### src/hw/rtl/tmc_pkg.sv
// ============================================================================
// tmc_pkg - shared types and constants for the touch median calibrate map
// Request payloads, register indexes and fixed thresholds used by the
// median filter, the serial scaler and the top level.
// ============================================================================
`default_nettype none

package tmc_pkg;

    // Sample and frame geometry
    localparam int SAMPLE_W  = 12;
    localparam int GROUP_N   = 5;
    localparam int FRAME_N   = 10;
    localparam int GROUP_IW  = $clog2(GROUP_N);
    localparam int COUNT_W   = 4;
    localparam int MED_RANK  = 2;
    localparam int RANK_W    = 3;

    // Result field widths
    localparam int SX_W = 8;
    localparam int SY_W = 9;

    // Pressure window on the raw medians
    localparam logic [SAMPLE_W-1:0] PRESS_MIN = 12'd100;
    localparam logic [SAMPLE_W-1:0] PRESS_MAX = 12'd3950;

    // Calibration register reset values
    localparam logic [SAMPLE_W-1:0] WIN_LOW_RST  = 12'd200;
    localparam logic [SAMPLE_W-1:0] WIN_HIGH_RST = 12'd3800;

    // Screen size defaults and scaler factor width
    localparam int SCREEN_WIDTH_DEF  = 240;
    localparam int SCREEN_HEIGHT_DEF = 320;
    localparam int FACTOR_W_DEF      = 13;

    // Configuration register indexes
    localparam int CFG_IW = 2;
    localparam logic [CFG_IW-1:0] REG_X_LOW  = 2'd0;
    localparam logic [CFG_IW-1:0] REG_X_HIGH = 2'd1;
    localparam logic [CFG_IW-1:0] REG_Y_LOW  = 2'd2;
    localparam logic [CFG_IW-1:0] REG_Y_HIGH = 2'd3;

    // Input request: one converter sample
    typedef struct packed {
        logic [SAMPLE_W-1:0] adc_sample;
        logic                frame_start;
    } t_tmc_in;

    // Output request: one frame result
    typedef struct packed {
        logic                touched;
        logic [SX_W-1:0]     screen_x;
        logic [SY_W-1:0]     screen_y;
        logic [SAMPLE_W-1:0] median_x;
        logic [SAMPLE_W-1:0] median_y;
    } t_tmc_out;

    // Group store write from the sequencer to the median filter
    typedef struct packed {
        logic                en;
        logic [GROUP_IW-1:0] idx;
        logic [SAMPLE_W-1:0] data;
    } t_grp_wr;

endpackage

`default_nettype wire

### src/hw/rtl/tmc_median.sv
// ============================================================================
// tmc_median - bit-serial median of five
// Holds the five samples of a group in rotating shift registers and picks
// the third smallest one bit per cycle, most significant bit first.
// ============================================================================
`default_nettype none

module tmc_median (
    input  wire logic                     i_clk,
    input  wire logic                     i_rst_n,
    input  wire tmc_pkg::t_grp_wr         i_wr,
    input  wire logic                     i_start,
    output logic                          o_done,
    output logic [tmc_pkg::SAMPLE_W-1:0]  o_median
);
    import tmc_pkg::*;

    localparam int CNT_W = $clog2(SAMPLE_W);

    logic [SAMPLE_W-1:0] r_entry [GROUP_N];
    logic [GROUP_N-1:0]  r_cand;
    logic [RANK_W-1:0]   r_rank;
    logic [CNT_W-1:0]    r_cnt;
    logic                r_busy;
    logic                r_done;
    logic [SAMPLE_W-1:0] r_result;

    logic [GROUP_N-1:0]  w_bits;
    logic [GROUP_N-1:0]  w_zeros;
    logic [GROUP_N-1:0]  w_ones;
    logic [RANK_W-1:0]   w_nzero;
    logic                w_take_one;

    // Current bit column of the candidates, and the split by that bit
    always_comb begin
        for (int i = 0; i < GROUP_N; i++) begin
            w_bits[i] = r_entry[i][SAMPLE_W-1];
        end
        w_zeros = r_cand & ~w_bits;
        w_ones  = r_cand & w_bits;
        w_nzero = '0;
        for (int i = 0; i < GROUP_N; i++) begin
            w_nzero = w_nzero + RANK_W'(w_zeros[i]);
        end
        // wanted rank lies among the ones when the zeros are too few
        w_take_one = (r_rank >= w_nzero);
    end

    // Group store: loaded one entry per request, rotated while selecting
    always_ff @(posedge i_clk) begin
        if (r_busy) begin
            for (int i = 0; i < GROUP_N; i++) begin
                r_entry[i] <= {r_entry[i][SAMPLE_W-2:0], r_entry[i][SAMPLE_W-1]};
            end
        end else if (i_wr.en) begin
            r_entry[i_wr.idx] <= i_wr.data;
        end
    end

    // Selection control
    always_ff @(posedge i_clk) begin
        if (!i_rst_n) begin
            r_busy <= 1'b0;
            r_done <= 1'b0;
            r_cand <= '0;
            r_rank <= '0;
            r_cnt  <= '0;
        end else begin
            r_done <= 1'b0;
            if (i_start) begin
                r_busy <= 1'b1;
                r_cand <= '1;
                r_rank <= RANK_W'(MED_RANK);
                r_cnt  <= CNT_W'(SAMPLE_W - 1);
            end else if (r_busy) begin
                r_cand   <= w_take_one ? w_ones : w_zeros;
                r_rank   <= w_take_one ? (r_rank - w_nzero) : r_rank;
                r_result <= {r_result[SAMPLE_W-2:0], w_take_one};
                r_cnt    <= r_cnt - 1'b1;
                if (r_cnt == '0) begin
                    r_busy <= 1'b0;
                    r_done <= 1'b1;
                end
            end
        end
    end

    assign o_done   = r_done;
    assign o_median = r_result;

endmodule

`default_nettype wire

### src/hw/rtl/tmc_scale.sv
// ============================================================================
// tmc_scale - serial scale by a factor and divide by a span
// Shift-add multiply of a 12-bit distance by a screen size, then restoring
// division of the product by the calibration span, one bit per cycle.
// ============================================================================
`default_nettype none

module tmc_scale #(
    parameter int FACTOR_W = tmc_pkg::FACTOR_W_DEF
) (
    input  wire logic                     i_clk,
    input  wire logic                     i_rst_n,
    input  wire logic                     i_start,
    input  wire logic [tmc_pkg::SAMPLE_W-1:0] i_dist,
    input  wire logic [tmc_pkg::SAMPLE_W-1:0] i_span,
    input  wire logic [FACTOR_W-1:0]      i_factor,
    output logic                          o_done,
    output logic [FACTOR_W-1:0]           o_quot
);
    import tmc_pkg::*;

    localparam int NW    = SAMPLE_W + FACTOR_W;
    localparam int CNT_W = $clog2(NW);

    typedef enum logic [1:0] {
        S_IDLE,
        S_MUL,
        S_DIV
    } t_state;

    t_state              r_state;
    logic                r_done;
    logic [CNT_W-1:0]    r_cnt;
    logic [SAMPLE_W-1:0] r_dist;
    logic [SAMPLE_W-1:0] r_span;
    logic [FACTOR_W-1:0] r_factor;
    logic [NW-1:0]       r_acc;
    logic [SAMPLE_W-1:0] r_rem;
    logic [FACTOR_W-1:0] r_quot;

    logic [NW-1:0]       n_acc;
    logic [SAMPLE_W:0]   w_rem_sh;
    logic [SAMPLE_W:0]   w_rem_sub;
    logic                w_fits;
    logic [SAMPLE_W-1:0] n_rem;

    // Multiply step and divide step
    always_comb begin
        n_acc     = {r_acc[NW-2:0], 1'b0}
                  + (r_dist[SAMPLE_W-1] ? NW'(r_factor) : NW'(0));
        w_rem_sh  = {r_rem, r_acc[NW-1]};
        w_fits    = (w_rem_sh >= {1'b0, r_span});
        w_rem_sub = w_rem_sh - {1'b0, r_span};
        n_rem     = w_fits ? w_rem_sub[SAMPLE_W-1:0] : w_rem_sh[SAMPLE_W-1:0];
    end

    // Sequencer
    always_ff @(posedge i_clk) begin
        if (!i_rst_n) begin
            r_state <= S_IDLE;
            r_done  <= 1'b0;
            r_cnt   <= '0;
        end else begin
            r_done <= 1'b0;
            case (r_state)
                S_IDLE: begin
                    if (i_start) begin
                        r_dist   <= i_dist;
                        r_span   <= i_span;
                        r_factor <= i_factor;
                        r_acc    <= '0;
                        r_cnt    <= CNT_W'(SAMPLE_W - 1);
                        r_state  <= S_MUL;
                    end
                end
                S_MUL: begin
                    r_acc  <= n_acc;
                    r_dist <= {r_dist[SAMPLE_W-2:0], 1'b0};
                    if (r_cnt == '0) begin
                        r_cnt   <= CNT_W'(NW - 1);
                        r_rem   <= '0;
                        r_state <= S_DIV;
                    end else begin
                        r_cnt <= r_cnt - 1'b1;
                    end
                end
                S_DIV: begin
                    r_rem  <= n_rem;
                    r_acc  <= {r_acc[NW-2:0], 1'b0};
                    r_quot <= {r_quot[FACTOR_W-2:0], w_fits};
                    if (r_cnt == '0) begin
                        r_done  <= 1'b1;
                        r_state <= S_IDLE;
                    end else begin
                        r_cnt <= r_cnt - 1'b1;
                    end
                end
                default: begin
                    r_state <= S_IDLE;
                end
            endcase
        end
    end

    assign o_done = r_done;
    assign o_quot = r_quot;

endmodule

`default_nettype wire

### src/hw/rtl/touch_median_calibrate_map.sv
// ============================================================================
// touch_median_calibrate_map - resistive touch median filter and calibration
// Median of five per axis, pressure check, linear map to screen pixels.
// ============================================================================
// Takes ten-sample frames (five vertical, then five horizontal; frame_start
// restarts the count) and returns one result per completed frame. The fifth
// sample of a frame starts the bit-serial median of the first group (one bit
// per cycle over 12 bits). The tenth starts the median of the second group,
// then a check step, then two passes through the shared serial scaler (each
// a start step, 12 multiply steps and 12 + F divide steps, where F is the
// bit width of the larger screen dimension), then the output step; no
// sample is taken meanwhile. The next sample is taken as soon as the frame
// result sits in the output register, even if it has not been taken yet.
// Calibration registers should be written only while no frame is in work.
// ============================================================================
`default_nettype none

module touch_median_calibrate_map #(
    parameter int SCREEN_WIDTH  = tmc_pkg::SCREEN_WIDTH_DEF,
    parameter int SCREEN_HEIGHT = tmc_pkg::SCREEN_HEIGHT_DEF
) (
    input  wire logic                        i_clk,
    input  wire logic                        i_rst_n,
    input  wire logic                        i_in_valid,
    output logic                             o_in_ready,
    input  wire tmc_pkg::t_tmc_in            i_in,
    output logic                             o_out_valid,
    input  wire logic                        i_out_ready,
    output tmc_pkg::t_tmc_out                o_out,
    input  wire logic                        i_cfg_we,
    input  wire logic [tmc_pkg::CFG_IW-1:0]  i_cfg_idx,
    input  wire logic [tmc_pkg::SAMPLE_W-1:0] i_cfg_data
);
    import tmc_pkg::*;

    localparam int SCREEN_MAX = (SCREEN_WIDTH > SCREEN_HEIGHT) ? SCREEN_WIDTH : SCREEN_HEIGHT;
    localparam int FW         = $clog2(SCREEN_MAX + 1);

    typedef enum logic [2:0] {
        S_IDLE,
        S_MED_V,
        S_MED_X,
        S_CHECK,
        S_MAP_X,
        S_MAP_Y,
        S_OUT
    } t_state;

    // Control and configuration
    t_state              r_state;
    logic [COUNT_W-1:0]  r_count;
    logic [SAMPLE_W-1:0] r_x_low;
    logic [SAMPLE_W-1:0] r_x_high;
    logic [SAMPLE_W-1:0] r_y_low;
    logic [SAMPLE_W-1:0] r_y_high;
    logic                r_out_valid;

    // Frame payload
    logic [SAMPLE_W-1:0] r_my;
    logic [SAMPLE_W-1:0] r_mx;
    logic                r_touch;
    logic [SX_W-1:0]     r_sx;
    logic [SY_W-1:0]     r_sy;
    t_tmc_out            r_out;

    // Submodule links
    t_grp_wr             w_wr;
    logic                w_med_start;
    logic                w_med_done;
    logic [SAMPLE_W-1:0] w_median;
    logic                w_sc_start;
    logic                w_sc_done;
    logic [FW-1:0]       w_quot;

    logic                w_accept;
    logic [COUNT_W-1:0]  w_pos;
    logic                w_range_ok;
    logic                w_touch;
    logic                w_sel_y;
    logic [SAMPLE_W-1:0] w_raw;
    logic [SAMPLE_W-1:0] w_lo;
    logic [SAMPLE_W-1:0] w_hi;
    logic [SAMPLE_W-1:0] w_clamp;
    logic                w_inverted;
    logic [SAMPLE_W-1:0] w_dist;
    logic [SAMPLE_W-1:0] w_span;
    logic [FW-1:0]       w_factor;
    logic [FW-1:0]       w_x_sat;
    logic [FW-1:0]       w_y_sat;

    // Sample position in the frame and group store write
    always_comb begin
        w_accept = i_in_valid && o_in_ready;
        if (i_in.frame_start || (r_count > COUNT_W'(FRAME_N - 1))) begin
            w_pos = '0;
        end else begin
            w_pos = r_count;
        end
        w_wr.en   = w_accept;
        w_wr.data = i_in.adc_sample;
        if (w_pos < COUNT_W'(GROUP_N)) begin
            w_wr.idx = GROUP_IW'(w_pos);
        end else begin
            w_wr.idx = GROUP_IW'(w_pos - COUNT_W'(GROUP_N));
        end
        w_med_start = w_accept && ((w_pos == COUNT_W'(GROUP_N - 1))
                                || (w_pos == COUNT_W'(FRAME_N - 1)));
    end

    // Pressure check and window sanity
    always_comb begin
        w_range_ok = (r_mx >= PRESS_MIN) && (r_mx <= PRESS_MAX)
                  && (r_my >= PRESS_MIN) && (r_my <= PRESS_MAX);
        w_touch    = w_range_ok && (r_x_low != r_x_high) && (r_y_low != r_y_high);
    end

    // Axis operands for the scaler: x while checking, y after x is done
    always_comb begin
        w_sel_y    = (r_state == S_MAP_X);
        w_raw      = w_sel_y ? r_my : r_mx;
        w_lo       = w_sel_y ? r_y_low : r_x_low;
        w_hi       = w_sel_y ? r_y_high : r_x_high;
        w_factor   = w_sel_y ? FW'(SCREEN_HEIGHT) : FW'(SCREEN_WIDTH);
        w_inverted = (w_lo > w_hi);
        if (w_raw < w_lo) begin
            w_clamp = w_lo;
        end else if (w_raw > w_hi) begin
            w_clamp = w_hi;
        end else begin
            w_clamp = w_raw;
        end
        // inverted window: distance equals span, so the quotient is the factor
        if (w_inverted) begin
            w_dist = SAMPLE_W'(1);
            w_span = SAMPLE_W'(1);
        end else begin
            w_dist = w_clamp - w_lo;
            w_span = w_hi - w_lo;
        end
        w_sc_start = (r_state == S_CHECK) || ((r_state == S_MAP_X) && w_sc_done);
    end

    // Saturation to the screen; y is also flipped top to bottom
    always_comb begin
        if (w_quot >= FW'(SCREEN_WIDTH)) begin
            w_x_sat = FW'(SCREEN_WIDTH - 1);
        end else begin
            w_x_sat = w_quot;
        end
        if (w_quot >= FW'(SCREEN_HEIGHT)) begin
            w_y_sat = '0;
        end else begin
            w_y_sat = FW'(SCREEN_HEIGHT - 1) - w_quot;
        end
    end

    // Calibration registers
    always_ff @(posedge i_clk) begin
        if (!i_rst_n) begin
            r_x_low  <= WIN_LOW_RST;
            r_x_high <= WIN_HIGH_RST;
            r_y_low  <= WIN_LOW_RST;
            r_y_high <= WIN_HIGH_RST;
        end else if (i_cfg_we) begin
            case (i_cfg_idx)
                REG_X_LOW:  r_x_low  <= i_cfg_data;
                REG_X_HIGH: r_x_high <= i_cfg_data;
                REG_Y_LOW:  r_y_low  <= i_cfg_data;
                REG_Y_HIGH: r_y_high <= i_cfg_data;
                default: ;
            endcase
        end
    end

    // Frame sequencer and output register
    always_ff @(posedge i_clk) begin
        if (!i_rst_n) begin
            r_state     <= S_IDLE;
            r_count     <= '0;
            r_out_valid <= 1'b0;
            r_my        <= '0;
        end else begin
            if (r_out_valid && i_out_ready && (r_state != S_OUT)) begin
                r_out_valid <= 1'b0;
            end
            case (r_state)
                S_IDLE: begin
                    if (w_accept) begin
                        if (w_pos == COUNT_W'(GROUP_N - 1)) begin
                            r_state <= S_MED_V;
                        end else if (w_pos == COUNT_W'(FRAME_N - 1)) begin
                            r_state <= S_MED_X;
                        end else begin
                            r_count <= w_pos + 1'b1;
                        end
                    end
                end
                S_MED_V: begin
                    if (w_med_done) begin
                        r_my    <= w_median;
                        r_count <= COUNT_W'(GROUP_N);
                        r_state <= S_IDLE;
                    end
                end
                S_MED_X: begin
                    if (w_med_done) begin
                        r_mx    <= w_median;
                        r_state <= S_CHECK;
                    end
                end
                S_CHECK: begin
                    r_touch <= w_touch;
                    r_state <= S_MAP_X;
                end
                S_MAP_X: begin
                    if (w_sc_done) begin
                        r_sx    <= r_touch ? SX_W'(w_x_sat) : '0;
                        r_state <= S_MAP_Y;
                    end
                end
                S_MAP_Y: begin
                    if (w_sc_done) begin
                        r_sy    <= r_touch ? SY_W'(w_y_sat) : '0;
                        r_state <= S_OUT;
                    end
                end
                S_OUT: begin
                    if (!r_out_valid || i_out_ready) begin
                        r_out_valid    <= 1'b1;
                        r_out.touched  <= r_touch;
                        r_out.screen_x <= r_sx;
                        r_out.screen_y <= r_sy;
                        r_out.median_x <= r_mx;
                        r_out.median_y <= r_my;
                        r_count        <= '0;
                        r_state        <= S_IDLE;
                    end
                end
                default: begin
                    r_state <= S_IDLE;
                end
            endcase
        end
    end

    assign o_in_ready  = (r_state == S_IDLE);
    assign o_out_valid = r_out_valid;
    assign o_out       = r_out;

    // Median filter with the group store
    tmc_median u_median (
        .i_clk    (i_clk),
        .i_rst_n  (i_rst_n),
        .i_wr     (w_wr),
        .i_start  (w_med_start),
        .o_done   (w_med_done),
        .o_median (w_median)
    );

    // Shared serial scaler for both axes
    tmc_scale #(
        .FACTOR_W (FW)
    ) u_scale (
        .i_clk    (i_clk),
        .i_rst_n  (i_rst_n),
        .i_start  (w_sc_start),
        .i_dist   (w_dist),
        .i_span   (w_span),
        .i_factor (w_factor),
        .o_done   (w_sc_done),
        .o_quot   (w_quot)
    );

endmodule

`default_nettype wire
### config.mk
export PLATFORM = sky130hd
export DESIGN_NAME = touch_median_calibrate_map
export DESIGN_NICKNAME = d
export VERILOG_FILES = /design/src/hw/rtl/tmc_pkg.sv /design/src/hw/rtl/tmc_median.sv /design/src/hw/rtl/tmc_scale.sv /design/src/hw/rtl/touch_median_calibrate_map.sv
export SDC_FILE = /design/constraint.sdc
export NUM_CORES = 1
export LEC_CHECK = 0
export BUFFER_PORTS_ARGS = -buffer_cell sky130_fd_sc_hd__buf_2
export CAP_MARGIN = 20
export CORE_MARGIN = 2
export CORE_UTILIZATION = 47
export CTS_BUF_LIST = sky130_fd_sc_hd__clkbuf_8
export CTS_CLUSTER_SIZE = 16
export DETAILED_ROUTE_END_ITERATION = 6
export PLACE_DENSITY = 0.69
export SKIP_LAST_GASP = 1
export SLEW_MARGIN = 30
export SYNTH_ARGS = -nofsm -noshare
export SYNTH_HDL_FRONTEND = slang
export SYNTH_SLANG_ARGS = --single-unit
### constraint.sdc
create_clock -name i_clk -period 5.9 [get_ports i_clk]
set_clock_uncertainty 0.1 [all_clocks]
set_input_delay 0.59 -clock i_clk [delete_from_list [all_inputs] [get_ports i_clk]]
set_output_delay 0.59 -clock i_clk [all_outputs]
set_load 0.02 [all_outputs]
# After elaboration in Yosys (flattened, before gate mapping)
# Memory sizes are Yosys's and may differ from the RTL's.
# Index checks and enable logic that the tools add are counted.
# word_totals
reg_bits,249
ram_bits,60
in_bits,32
out_inout_bits,44
word_cells,217
n_memories,1
# op_classes
n_addsub,14
n_lt_le_gt_ge,13
eq_ne,29
mux,65
bitwise,7
reduce_logical,53
# mem_list
name,depth,word_bits,read_ports,rd_ports_with_merged_regs,wr,line_no,text
u_median.r_entry,5,12,5,0,5,tmc_median.sv:20,logic [SAMPLE_W-1:0] r_entry [GROUP_N];
# op_table
operator,count
12-bit two-way mux,10
21-bit case mux with 3 select lines,1
12-bit case mux with 2 select lines,2
12-bit subtractor,3
3-bit AND reduction,11
4-bit two-way mux,8
3-bit two-way mux,10
5-bit two-way mux,6
12-bit by 7-bit greater-or-equal comparator with 1-bit output (second input constant),2
12-bit > comparator,2
12-bit <= comparator (second input constant),2
12-bit != test,2
21-bit adder,1
21-bit two-way mux,1
3-bit case mux with 7 select lines,1
9-bit two-way mux,2
2-bit AND reduction,9
2-bit by 1-bit != test with 1-bit output (second input constant),8
5-bit case mux with 3 select lines,1
1-bit two-way mux,14
13-bit by 12-bit greater-or-equal comparator with 1-bit output,1
12-bit < comparator,1
2-bit two-way mux,6
4-bit case mux with 3 select lines,1
42 further kinds,76

# Longest topological paths before layout
# Gate-level depths: netlist of run 1.
# An unclocked memory read counts as a cell.
# depth
depth_word,11
mapped_depth,24
depth_no_buf,22

# Hierarchy
# A second synthesis of run 1 with hierarchy kept.
# hier_totals
hier_cells,1483
hier_area_um2,16373.2
# modules_own_cells
mod,instances,cells_per_inst,area_each_um2,seq_area_each_um2
touch_median_calibrate_map,1,824,7930.1,3523.4
tmc_scale,1,408,4566.9,2412.3
tmc_median,1,251,3876.2,2442.3

# Least setup slack after synthesis of run 1
# Ideal clock, no wire load.
# synth_timing
path_type,register to register
from,reg r_state[0]
to,reg u_scale.r_dist[10] (data pin)
arrival_ns,4.491
required_time_ns,5.532
path_slack_ns,1.041
path_stages_with_launch,24
cell_sequence,dfxtp_1 > nor2_1 > nand2_2 > inv_2 > buf_6 > buf_2 > buf_2 > mux2i_1 > ha_1 > nand4_1 > nor3_1 > o21ai_0 > o21ai_2 > clkbuf_1 > o21ai_0 > ha_1 > fa_1 > nor2b_1 > o21ai_0 > nand2b_1 > a211oi_1 > o31ai_1 > xnor2_1 > o31ai_1
# synth_via
elab_chain_cells,9
elab_cells_between_ends,13
cone_classes,1 x add/sub; 3 x order compare; 1 x eq/ne; 8 x mux
# synth_rtl
item,line_no,text
start: declaration,touch_median_calibrate_map.sv:50,t_state r_state;
start signal: assignment,touch_median_calibrate_map.sv:178,r_state <= S_IDLE;
start signal: assignment,touch_median_calibrate_map.sv:190,r_state <= S_MED_V;
start signal: assignment,touch_median_calibrate_map.sv:192,r_state <= S_MED_X;
3-bit equality test *,touch_median_calibrate_map.sv:119,w_sel_y = (r_state == S_MAP_X);
"12-bit two-way mux, on equally long branches","touch_median_calibrate_map.sv:120, touch_median_calibrate_map.sv:122",
12-bit > comparator,touch_median_calibrate_map.sv:127,end else if (w_raw > w_hi) begin
12-bit two-way mux,touch_median_calibrate_map.sv:127,
12-bit two-way mux,touch_median_calibrate_map.sv:125,if (w_raw < w_lo) begin
12-bit subtractor,touch_median_calibrate_map.sv:137,w_dist = w_clamp - w_lo;
12-bit two-way mux *,touch_median_calibrate_map.sv:133,if (w_inverted) begin
12-bit two-way mux *,tmc_scale.sv:67,if (i_start) begin
12-bit case mux with 2 select lines *,tmc_scale.sv:65,case (r_state)
end signal: assignment,tmc_scale.sv:68,r_dist <= i_dist;
end signal: assignment,tmc_scale.sv:78,"r_dist <= {r_dist[SAMPLE_W-2:0], 1'b0};"
end: declaration,tmc_scale.sv:34,logic [SAMPLE_W-1:0] r_dist;
# Every way passes the cells marked *; elsewhere a longest branch is shown, timed or not. The select of a mux whose other input is x is not followed.
# A chain may end at the register's enable or synchronous reset.

# Final worst setup path of run 1
# layout_timing
from,reg r_state[1]
to,reg u_scale.r_dist[11] (data pin)
# The elaborated chain is that of the path after synthesis.

==> results of run 1 <==
==> per-layer routing <==
layer	share of wire [%]	up-vias	track usage [%]
met5	0	-	0
met4	1.8	0	5.23
met3	4.6	53	3.46
met2	47	240	34.5
met1	46	5277	27.2
li1	-	5428	-
==> worst max-delay path, stage by stage (launching register included) <==
cell       delay, ns
dfxtp_1         0.41
nor2_1          0.16
nand2_2         0.10
inv_4           0.35
mux2i_1         0.65
ha_1            0.36
a21oi_1         0.14
o21ai_0         0.10
a221oi_1        0.44
o21ai_2         0.24
buf_4           0.24
mux2i_1         0.13
ha_1            0.26
a2111oi_0       0.45
inv_1           0.10
o2111ai_1       0.24
a311oi_1        0.15
and2_1          0.19
o2111ai_1       0.09
o211ai_1        0.11
==> final timing paths <==
kind	from	to	slack, ns	cells after the start
min reg2reg	r_sy[0]$_SDFFCE_PP0P_	o_out[24]$_DFFE_PP_	0.32	0
max	r_state[1]$_SDFFE_PN0P_	u_scale.r_dist[11]$_DFFE_PP_	0.62	19
max reg2reg	r_state[1]$_SDFFE_PN0P_	u_scale.r_dist[11]$_DFFE_PP_	0.62	19
min	i_cfg_data[1]	r_y_high[1]$_SDFFE_PN0P_	0.18	3
==> cell type report <==
class | instances | area share (%)
Inverter | 59 | 1.28
Multi-Input combinational cell | 1030 | 40.6
Sequential cell | 298 | 46.1
Timing Repair Buffer | 96 | 3.17
Clock buffer | 57 | 4.49
Clock inverter | 35 | 1.23
Tap cell | 442 | 3.17
==> cells by family after synthesis <==
family	after synthesis	share of synthesized area, %
AND/OR/NAND/NOR	483	14.8
flip-flops	298	51.7
AO/OA/AOI/OAI	282	11.5
buffers and inverters	112	2.90
multiplexers	110	7.88
adder cells (fa/ha/maj)	87	7.34
XOR/XNOR	68	3.83
==> cell usage after synthesis, drive strengths merged (40+ instances only) <==
library cell  count  area [um2]
edfxtp          208        6250
inv              59         221
xor2             48         420
o21ai            58         294
nand2           196         738
nand3            41         205
clkbuf           40         150
mux2             73         856
ha               80        1000
a21oi            92         460
dfxtp            90        1800
nor2             87         327
==> state kept, by name, summed over array words and instances, names as in the netlist, 9 cells and up <==
signal	flops
r_y_high	12
u_scale.r_rem	12
o_out	42
u_scale.r_span	12
u_scale.r_dist	12
r_sy	9
r_x_low	12
u_median.r_entry	60
r_x_high	12
r_mx	12
u_median.o_median	12
r_y_low	12
u_scale.o_quot	9
r_my	12
u_scale.r_acc	17
==> power by group through the flow <==
stage	Sequential (mW)	Combinational (mW)	Clock [mW]
after floorplan	2.42	0.465	0
after global placement	2.44	0.580	0
after detailed placement	2.44	0.593	0
after CTS	2.40	0.597	1.87
after global routing	2.41	0.663	1.95
final	2.40	0.594	1.82
==> layout by cell type (no fill, tap or decap), types with 9 or more instances in the layout <==
cell type,netlist,final
edfxtp_1,208,208
nand2_1,195,195
a21oi_1,92,92
dfxtp_1,90,90
nor2_1,87,82
ha_1,80,80
inv_1,57,75
buf_2,10,75
mux2_2,64,64
clkbuf_8,0,57
o21ai_0,56,55
xor2_1,48,48
nand3_1,41,41
nor2b_1,38,37
mux2i_1,37,36
nor3_1,22,22
xnor2_1,20,20
buf_4,1,20
o21a_1,18,18
nand2b_1,17,17
a22oi_1,17,17
a21boi_0,13,13
nand4_1,12,12
o211ai_1,11,11
a31oi_1,10,10
nor4_1,10,10
nand3b_1,9,9
a211oi_1,9,9
mux2_4,9,9
==> through the flow <==
step / util, % / power, mW / worst slack (ns) / hold slack, ns
floorplan: - / 2.88 / 1.04 / 0.300
global placement: 50.4 / 3.02 / 0.608 / 0.305
detailed placement: 50.6 / 3.04 / 0.481 / 0.305
CTS: 53.6 / 4.86 / 0.475 / 0.143
global route: 53.7 / 5.03 / 0.203 / 0.163
finish: 53.7 / 4.81 / 0.624 / 0.177
==> repair_timing <==
action	4_1_cts	5_1_grt
endpoints found under the setup margin	0	1
resized for setup	0	3
buffers inserted	0	0
==> results.md, run 1 <==
- Status: complete, no violations
- Final period util: 89.4%
- Ys flop type: edfxtp_1
- Clk_lat worst skew: 0.59 ns
- TritonCTS clock tree: yes
- Syn nets: 1559
- Final ANT Viol Nets: 0
- DR vias: 11000
- Final Hold Fails: 0
- Largest net degree at the start of global routing: 45
- Unique masters post-synth: 69
- Multi-input gate area: 7080 um2
- Inserted Clock Buffers: 49
- Fraction of final layout cells sized beyond drive strength 1: 16.6%
- Comb power frac: 12.3%
- Via/cell ratio: 5.45
- Yosys reg bits: 298
- Global placer's final weighted congestion: 0.945
- Reg area: 8050 um2
- Initial antenna violation count: 0
- Root buf cell: clkbuf_8
- Fin cells: 2017
- Sw frac: 25.6%
- Share of power burned in registers: 49.9%
- Chip Width: 186 um
- Endpoints failing setup: 0
- Per-cell routed wire length: 17.4 um
- RSZ-0062 raised after global routing: false
- LEAKAGE: 6.54 nW
- CORE AREA: 32500 um2
- Clock power frac: 37.8%
- Setup TNS: 0 ns
- Placed Area: 16400 um2
- CTS hold repair buffers: 0
- Fillers: 2943
- Net Sw Power: 1.23 mW
- Relative slew slack: 34.8%
- Maximum VDD drop: 0.232 mV
- # rows: 66
- Area Overhead vs Synth: 12.3%
- Fin nets: 1653
- Fin. max-slew vios: 0
- Post-Place Cells: 1925
- First-pass GRT wire length: 56100 um
- PortBufs: 75
- Synthesis warning total: 0
- Crit start category: flop
- CTS max path bufs: 3
- FFs w/ async S/R, synth: 0%
- Critical path required time: 6.11 ns
- Mapped Area: 15600 um2
- Sequential element share of the synthesized area: 51.7%
- Detailed-router iteration count before antenna repair: 5
- Num Clock Sinks: 298
- Initial core utilization: 47.8%
- Min cycle time layout: 5.28 ns
- Post-synth EDFFs: 208
- # Max-Cap Violations: 0
- Worst Hold Class: in -> reg
- 1st-iter DRT viols: 854
- Routed wire length: 35200 um
- Die height: 186 um
- Power Density: 276 nW/um2
- CP Data Arrival Time: 5.49 ns
- Crit. End Element: flop
- CP max FO: 30
- Syn Inst Count: 1440
- Slew @ Worst Pin: 0.978 ns
- Crit Path Category: reg -> reg
- Design area: 17500 um2
- Number of remaining DRC errors: 0
- Worst-path clk slew: 0.06 ns
- Htree depth: 2
- Internal power: 3.58 mW
- Antenna cell count: 0
- DPL Wire Length: 25400 um
- Syn Area/Cell: 10.8 um2
- GRT Util Overall: 20.4%
- Die ar.: 34600 um2
- Total grt overflow: 0
- Vias in the first global route: 10800
- Fmax: 190 MHz
- Num ports: 76
(Power assumes the default switching activity.)
==> inputs of run 2 (changes only) <==
--- a/config.mk
+++ b/config.mk
@@ -8,11 +8,11 @@
 export BUFFER_PORTS_ARGS = -buffer_cell sky130_fd_sc_hd__buf_2
 export CAP_MARGIN = 20
 export CORE_MARGIN = 2
-export CORE_UTILIZATION = 47
+export CORE_UTILIZATION = 30
 export CTS_BUF_LIST = sky130_fd_sc_hd__clkbuf_8
 export CTS_CLUSTER_SIZE = 16
 export DETAILED_ROUTE_END_ITERATION = 6
-export PLACE_DENSITY = 0.69
+export PLACE_DENSITY = 0.5
 export SKIP_LAST_GASP = 1
 export SLEW_MARGIN = 30
 export SYNTH_ARGS = -nofsm -noshare
==> run 2 against run 1 <==
Effect of this change:
- clock-buffer cell count grew 2
- die area grew 55%
- non-clock buffer count grew 2
==> results.md, run 2 (synthesized netlist as in run 1, its figures left out) <==
- Status: complete, no violations (unchanged)
- Crit Path Category: reg -> reg (unchanged)
- 1st-iter DRT viols: 572 (was 854)
- Crit. End Element: flop (unchanged)
- Setup slack, reg-to-reg: 0.63 ns (was 0.62 ns)
- Total grt overflow: 0 (unchanged)
- Reg2reg path depth: 20 (was 19)
- TritonCTS clock tree: yes (unchanged)
- Setup TNS: 0 ns (unchanged)
- Fraction of final layout cells sized beyond drive strength 1: 16.8% (was 16.6%)
- Commonest non-fill, non-tap cells in the layout: edfxtp_1 (208), nand2_1 (195), a21oi_1 (92) (unchanged)
- Fin. max-slew vios: 0 (unchanged)
- Die height: 232 um (was 186 um)
- Routed wire length: 38100 um (was 35200 um)
- M1 GR Usage: 18.3% (was 27.2%)
- Final ANT Viol Nets: 0 (unchanged)
- First-pass GRT wire length: 61100 um (was 56100 um)
- CP Data Arrival Time: 5.52 ns (was 5.49 ns)
- Htree depth: 2 (unchanged)
- Relative slew slack: 38.7% (was 34.8%)
- Worst r2r src: r_state[0]$_SDFFE_PN0P_ (was r_state[1]$_SDFFE_PN0P_)
- Inserted Clock Buffers: 52 (was 49)
- # Max-Cap Violations: 0 (unchanged)
- Final core occ: 34.7% (was 53.7%)
- Final Hold Fails: 0 (unchanged)
- Worst Hold Class: in -> reg (unchanged)
- Maximum VDD drop: 0.214 mV (was 0.232 mV)
- Root buf cell: clkbuf_8 (unchanged)
- Fin cells: 2265 (was 2017)
- GRT met3 Usage: 3.49% (was 3.46%)
- Worst hold slack: 0.116 ns (was 0.177 ns)
- Reg area: 8050 um2 (unchanged)
- Power Density: 272 nW/um2 (was 276 nW/um2)
- Slew @ Worst Pin: 0.919 ns (was 0.978 ns)
- RSZ-0062 raised after global routing: false (unchanged)
- Multi-input gate area: 7080 um2 (about the same)
- Detailed-router iteration count before antenna repair: 5 (unchanged)
- Initial core utilization: 30.3% (was 47.8%)
- CTS max path bufs: 3 (unchanged)
- Fmax: 190 MHz (about the same)
- Largest net degree at the start of global routing: 53 (was 45)
- Hold_sp: i_cfg_data[3] (was i_cfg_data[1])
- GRT met2 Usage: 23.7% (was 34.5%)
- Critical path required time: 6.15 ns (was 6.11 ns)
- Endpoints failing setup: 0 (unchanged)
- Most common cell after layout, fill and taps aside: edfxtp_1 (unchanged)
- Post_cts resized: 0 (unchanged)
- Design area: 17800 um2 (was 17500 um2)
- PnR worst setup slack: 0.627 ns (was 0.624 ns)
- DPL Wire Length: 27700 um (was 25400 um)
- RR Endpoint: u_scale.r_dist[11]$_DFFE_PP_ (unchanged)
- Via/cell ratio: 4.90 (was 5.45)
- CTS hold repair buffers: 0 (unchanged)
- Final period util: 89.4% (about the same)
- Most Crowded Layer GR: met2 (unchanged)
- Placed Area: 16800 um2 (was 16400 um2)
- Largest register FFs: 60 (unchanged)
- Num ports: 76 (unchanged)
- Fin nets: 1658 (was 1653)
- Num Clock Sinks: 298 (unchanged)
- Initial antenna violation count: 10 (was 0)
- GRT Util Overall: 14.4% (was 20.4%)
- Area Overhead vs Synth: 14.5% (was 12.3%)
- Top reg by flops: u_median.r_entry (unchanged)
- Die ar.: 53700 um2 (was 34600 um2)
- DR vias: 11100 (was 11000)
- PortBufs: 75 (unchanged)
- Post CTS Setup Buffer Count: 0 (unchanged)
- Total power: 4.84 mW (was 4.81 mW)
- Per-cell routed wire length: 16.8 um (was 17.4 um)
- CORE AREA: 51300 um2 (was 32500 um2)
- Fillers: 5197 (was 2943)
- Global placer's final weighted congestion: 0.839 (was 0.945)
- CP max FO: 21 (was 30)
- Crit start category: flop (unchanged)
- Clk_lat worst skew: 0.64 ns (was 0.59 ns)
- Post-Place Cells: 2165 (was 1925)
- Number of remaining DRC errors: 0 (unchanged)
- # rows: 83 (was 66)
- Vias in the first global route: 11100 (was 10800)
- LEAKAGE: 6.57 nW (was 6.54 nW)
- Worst-path clk slew: 0.07 ns (was 0.06 ns)
- Chip Width: 232 um (was 186 um)
- Pre-CTS WS: 0.651 ns (was 0.481 ns)
- Min cycle time layout: 5.27 ns (was 5.28 ns)
- Min-Delay Path Depth: 3 (unchanged)
- Hold path endpoint: r_y_low[3]$_SDFFE_PN1P_ (was r_y_high[1]$_SDFFE_PN0P_)
==> run 2: critical path: stages (launching register included) <==
cell and delay, ns:
dfxtp_1 0.31, nor2_1 0.14, nand2_2 0.09, inv_2 0.40, buf_12 0.26, mux2i_1 0.63, ha_1 0.24, nand4_1 0.13
nor3_1 0.21, o21ai_0 0.12, o21ai_2 0.47, o211ai_1 0.23, o21ai_0 0.14, ha_1 0.25, nor2b_1 0.14, o31a_1 0.29
o2111ai_1 0.29, a311oi_1 0.17, and2_1 0.19, o2111ai_1 0.10, o211ai_1 0.11
==> run 2: worst max-delay path by stage <==
stage / from / endpoint / slack [ns] / cells after the start
after CTS: r_state[0]$_SDFFE_PN0P_ / u_scale.r_dist[11]$_DFFE_PP_ / 0.63 / 20
after detailed placement: r_state[0]$_SDFFE_PN0P_ / u_scale.r_dist[11]$_DFFE_PP_ / 0.65 / 20
final: r_state[0]$_SDFFE_PN0P_ / u_scale.r_dist[11]$_DFFE_PP_ / 0.63 / 20
after floorplan: r_state[0]$_SDFFE_PN0P_ / u_scale.r_dist[10]$_DFFE_PP_ / 1.04 / 23
after global placement: r_state[0]$_SDFFE_PN0P_ / u_scale.r_dist[10]$_DFFE_PP_ / 0.79 / 21
after global routing: r_state[0]$_SDFFE_PN0P_ / u_scale.r_dist[11]$_DFFE_PP_ / 0.008 / 19
==> run 2: area by class of cell <==
class	instances	area share [%]
Clock buffer	59	4.56
Multi-Input combinational cell	1030	39.7
Antenna cell	4	0.0562
Tap cell	680	4.78
Timing Repair Buffer	98	3.37
Sequential cell	298	45.2
Clock inverter	37	1.05
Inverter	59	1.24
==> run 2: layer usage <==
layer / wire length (um) / vias up
met3: 1900 / 78
met4: 925 / 14
li1: - / 5450
met1: 17100 / 5334
met5: 94 / -
met2: 18000 / 222
==> run 2: power by group <==
part / total [mW] / switching (mW) / internal (mW)
registers: 2.40 / 0.0524 / 2.35
clock network: 1.83 / 0.868 / 0.959
logic: 0.610 / 0.348 / 0.262
total: 4.84 / 1.27 / 3.57
==> inputs of run 3 (changes only) <==
--- a/config.mk
+++ b/config.mk
@@ -13,6 +13,7 @@
 export CTS_CLUSTER_SIZE = 16
 export DETAILED_ROUTE_END_ITERATION = 6
 export PLACE_DENSITY = 0.5
+export RECOVER_POWER = 50
 export SKIP_LAST_GASP = 1
 export SLEW_MARGIN = 30
 export SYNTH_ARGS = -nofsm -noshare
==> run 3 against run 2 <==
Effect of this change:
- the run now ends with capacitance limit, slew limit left
- die area unchanged
- clock-buffer cell count did not move
- global-route usage did not move
- sequential share of layout area rose by 0.33 points
- total power hardly changed
- critical path type unchanged
- largest cell class unchanged
==> results.md, run 3 (synthesized netlist as in run 1, its figures left out) <==
- Status: finished with violations (was complete, no violations)
- Failing checks: capacitance limit, slew limit
- Num Clock Sinks: 298 (unchanged)
- Per-cell routed wire length: 16.9 um (was 16.8 um)
- Area Overhead vs Synth: 13.7% (was 14.5%)
- Num ports: 76 (unchanged)
- Worst Hold Class: in -> reg (unchanged)
- Clk_lat worst skew: 0.64 ns (about the same)
- DPL Wire Length: 27700 um (unchanged)
- # Max-Cap Violations: 1 (was 0)
- Power Density: 273 nW/um2 (was 272 nW/um2)
- Die height: 232 um (unchanged)
- Worst r2r src: r_state[0]$_SDFFE_PN0P_ (unchanged)
- CP Data Arrival Time: 5.49 ns (was 5.52 ns)
- Fmax: 190 MHz (about the same)
- Most Crowded Layer GR: met2 (unchanged)
- Inserted Clock Buffers: 52 (unchanged)
- Fillers: 5237 (was 5197)
- Routed wire length: 38200 um (was 38100 um)
- Die ar.: 53700 um2 (unchanged)
- GRT Util Overall: 14.4% (unchanged)
- Largest register FFs: 60 (unchanged)
- Final Hold Fails: 0 (unchanged)
- Sw frac: 26.2% (about the same)
- Initial antenna violation count: 10 (unchanged)
- Internal power: 3.57 mW (about the same)
- CORE AREA: 51300 um2 (unchanged)
- Root buf cell: clkbuf_8 (unchanged)
- Htree depth: 2 (unchanged)
- Number of remaining DRC errors: 0 (unchanged)
- GRT met3 Usage: 3.49% (unchanged)
- Commonest non-fill, non-tap cells in the layout: edfxtp_1 (208), nand2_1 (195), a21oi_1 (92) (unchanged)
- CP max FO: 21 (unchanged)
- Detailed-router iteration count before antenna repair: 5 (unchanged)
- Fin. max-slew vios: 53 (was 0)
- Largest net degree at the start of global routing: 53 (unchanged)
- Net Sw Power: 1.27 mW (about the same)
- Comb power frac: 12.6% (about the same)
- Total power: 4.83 mW (was 4.84 mW)
- Initial core utilization: 30.3% (unchanged)
- Endpoints failing setup: 0 (unchanged)
- Total grt overflow: 0 (unchanged)
- Final ANT Viol Nets: 0 (unchanged)
- Worst-path clk slew: 0.07 ns (about the same)
- Post_cts resized: 0 (unchanged)
- PortBufs: 75 (unchanged)
- DR vias: 11000 (was 11100)
- Fraction of final layout cells sized beyond drive strength 1: 13.3% (was 16.8%)
- M1 GR Usage: 18.3% (unchanged)
- # rows: 83 (unchanged)
- Placed Area: 16800 um2 (unchanged)
- GRT met2 Usage: 23.7% (unchanged)
- Crit Path Category: reg -> reg (unchanged)
- Top reg by flops: u_median.r_entry (unchanged)
- Relative slew slack: -88.4% (was 38.7%)
- Min cycle time layout: 5.25 ns (was 5.27 ns)
- Crit start category: flop (unchanged)
- Fin nets: 1658 (unchanged)
- Min-Delay Path Depth: 3 (unchanged)
- Hold path endpoint: r_y_low[3]$_SDFFE_PN1P_ (unchanged)
- Chip Width: 232 um (unchanged)
- Vias in the first global route: 11100 (unchanged)
- Maximum VDD drop: 0.214 mV (about the same)
- 1st-iter DRT viols: 630 (was 572)
- CTS max path bufs: 3 (unchanged)
- LEAKAGE: 6.41 nW (was 6.57 nW)
- Hold_sp: i_cfg_data[3] (unchanged)
- Crit. End Element: flop (unchanged)
- Setup slack, reg-to-reg: 0.65 ns (was 0.63 ns)
- RSZ-0062 raised after global routing: false (unchanged)
- CTS hold repair buffers: 0 (unchanged)
- First-pass GRT wire length: 61100 um (unchanged)
- Final period util: 89.0% (was 89.4%)
- Slew @ Worst Pin: 2.83 ns (was 0.919 ns)
- Clock power frac: 37.8% (about the same)
- Critical path required time: 6.14 ns (was 6.15 ns)
- Most common cell after layout, fill and taps aside: edfxtp_1 (unchanged)
- Global placer's final weighted congestion: 0.839 (unchanged)
- Reg2reg path depth: 20 (unchanged)
- Design area: 17700 um2 (was 17800 um2)
- Setup TNS: 0 ns (unchanged)
- RR Endpoint: u_scale.r_dist[11]$_DFFE_PP_ (unchanged)
- Post CTS Setup Buffer Count: 0 (unchanged)
- Share of power burned in registers: 49.6% (about the same)
- TritonCTS clock tree: yes (unchanged)
- Via/cell ratio: 4.86 (was 4.90)
-- run 3: cell count changes in the layout (fill, tap and decap cells not counted), sizes merged --
| cell | delta |
|---|---|
| clkinv | +1 |
| diode | -1 |
| clkbuf | +49 |
| inv | -1 |
| buf | -49 |
-- run 3: how the worst max path moves through the flow --
| stage | start | depth (start not counted) | endpoint |
|---|---|---|---|
| 2_1_floorplan | r_state[0]$_SDFFE_PN0P_ | 23 | u_scale.r_dist[10]$_DFFE_PP_ |
| 3_3_place_gp | r_state[0]$_SDFFE_PN0P_ | 21 | u_scale.r_dist[10]$_DFFE_PP_ |
| 3_5_place_dp | r_state[0]$_SDFFE_PN0P_ | 20 | u_scale.r_dist[11]$_DFFE_PP_ |
| 4_1_cts | r_state[0]$_SDFFE_PN0P_ | 20 | u_scale.r_dist[11]$_DFFE_PP_ |
| 5_1_grt | r_state[0]$_SDFFE_PN0P_ | 19 | u_scale.r_dist[11]$_DFFE_PP_ |
| 6_report | r_state[0]$_SDFFE_PN0P_ | 20 | u_scale.r_dist[11]$_DFFE_PP_ |
-- run 3: area by class of cell --
cell class,instances,area [um2],share of cell area [%]
multi-input cells,1030,7060,40.0
well taps,680,851,4.81
flip-flops and latches,298,8050,45.5
inverters,59,221,1.25
clock buffers,59,812,4.59
diodes,3,7.51,0.0425
repair buffers,98,487,2.75
clock inverters,37,186,1.05
-- run 3: power groups by stage --
stage               Sequential (mW)  Clock [mW]  Combinational, mW
finish                         2.40        1.83              0.608
global route                   2.41        1.99              0.687
CTS                            2.40        1.90              0.618
detailed placement             2.44           0              0.614
global placement               2.44           0              0.604
floorplan                      2.42           0              0.465
-- run 3: metrics by stage --
stage | worst slack (ns) | hold slack (ns) | utilization [%] | std cells
after floorplan | 1.04 | 0.300 | - | 1440
after global placement | 0.786 | 0.307 | 32.6 | 2163
after detailed placement | 0.651 | 0.305 | 32.7 | 2165
after CTS | 0.625 | 0.0758 | 34.7 | 2261
after global routing | 0.00908 | 0.103 | 34.4 | 2262
final | 0.650 | 0.116 | 34.5 | 2264
-- run 3: routing by layer --
metal | up-vias | routed length, um
li1 | 5439 | -
met1 | 5263 | 17200
met5 | - | 103
met2 | 205 | 17900
met3 | 82 | 1970
met4 | 14 | 1000
-- run 3: worst max-delay path, cell delays in order (launching register included) --
cell       delay [ns]
dfxtp_1          0.31
nor2_1           0.15
nand2_2          0.09
inv_2            0.39
buf_12           0.26
mux2i_1          0.63
ha_1             0.24
nand4_1          0.13
nor3_1           0.21
o21ai_0          0.12
o21ai_2          0.47
o211ai_1         0.22
o21ai_0          0.13
ha_1             0.25
nor2b_1          0.14
o31a_1           0.29
o2111ai_1        0.28
a311oi_1         0.17
and2_1           0.19
o2111ai_1        0.10
o211ai_1         0.12
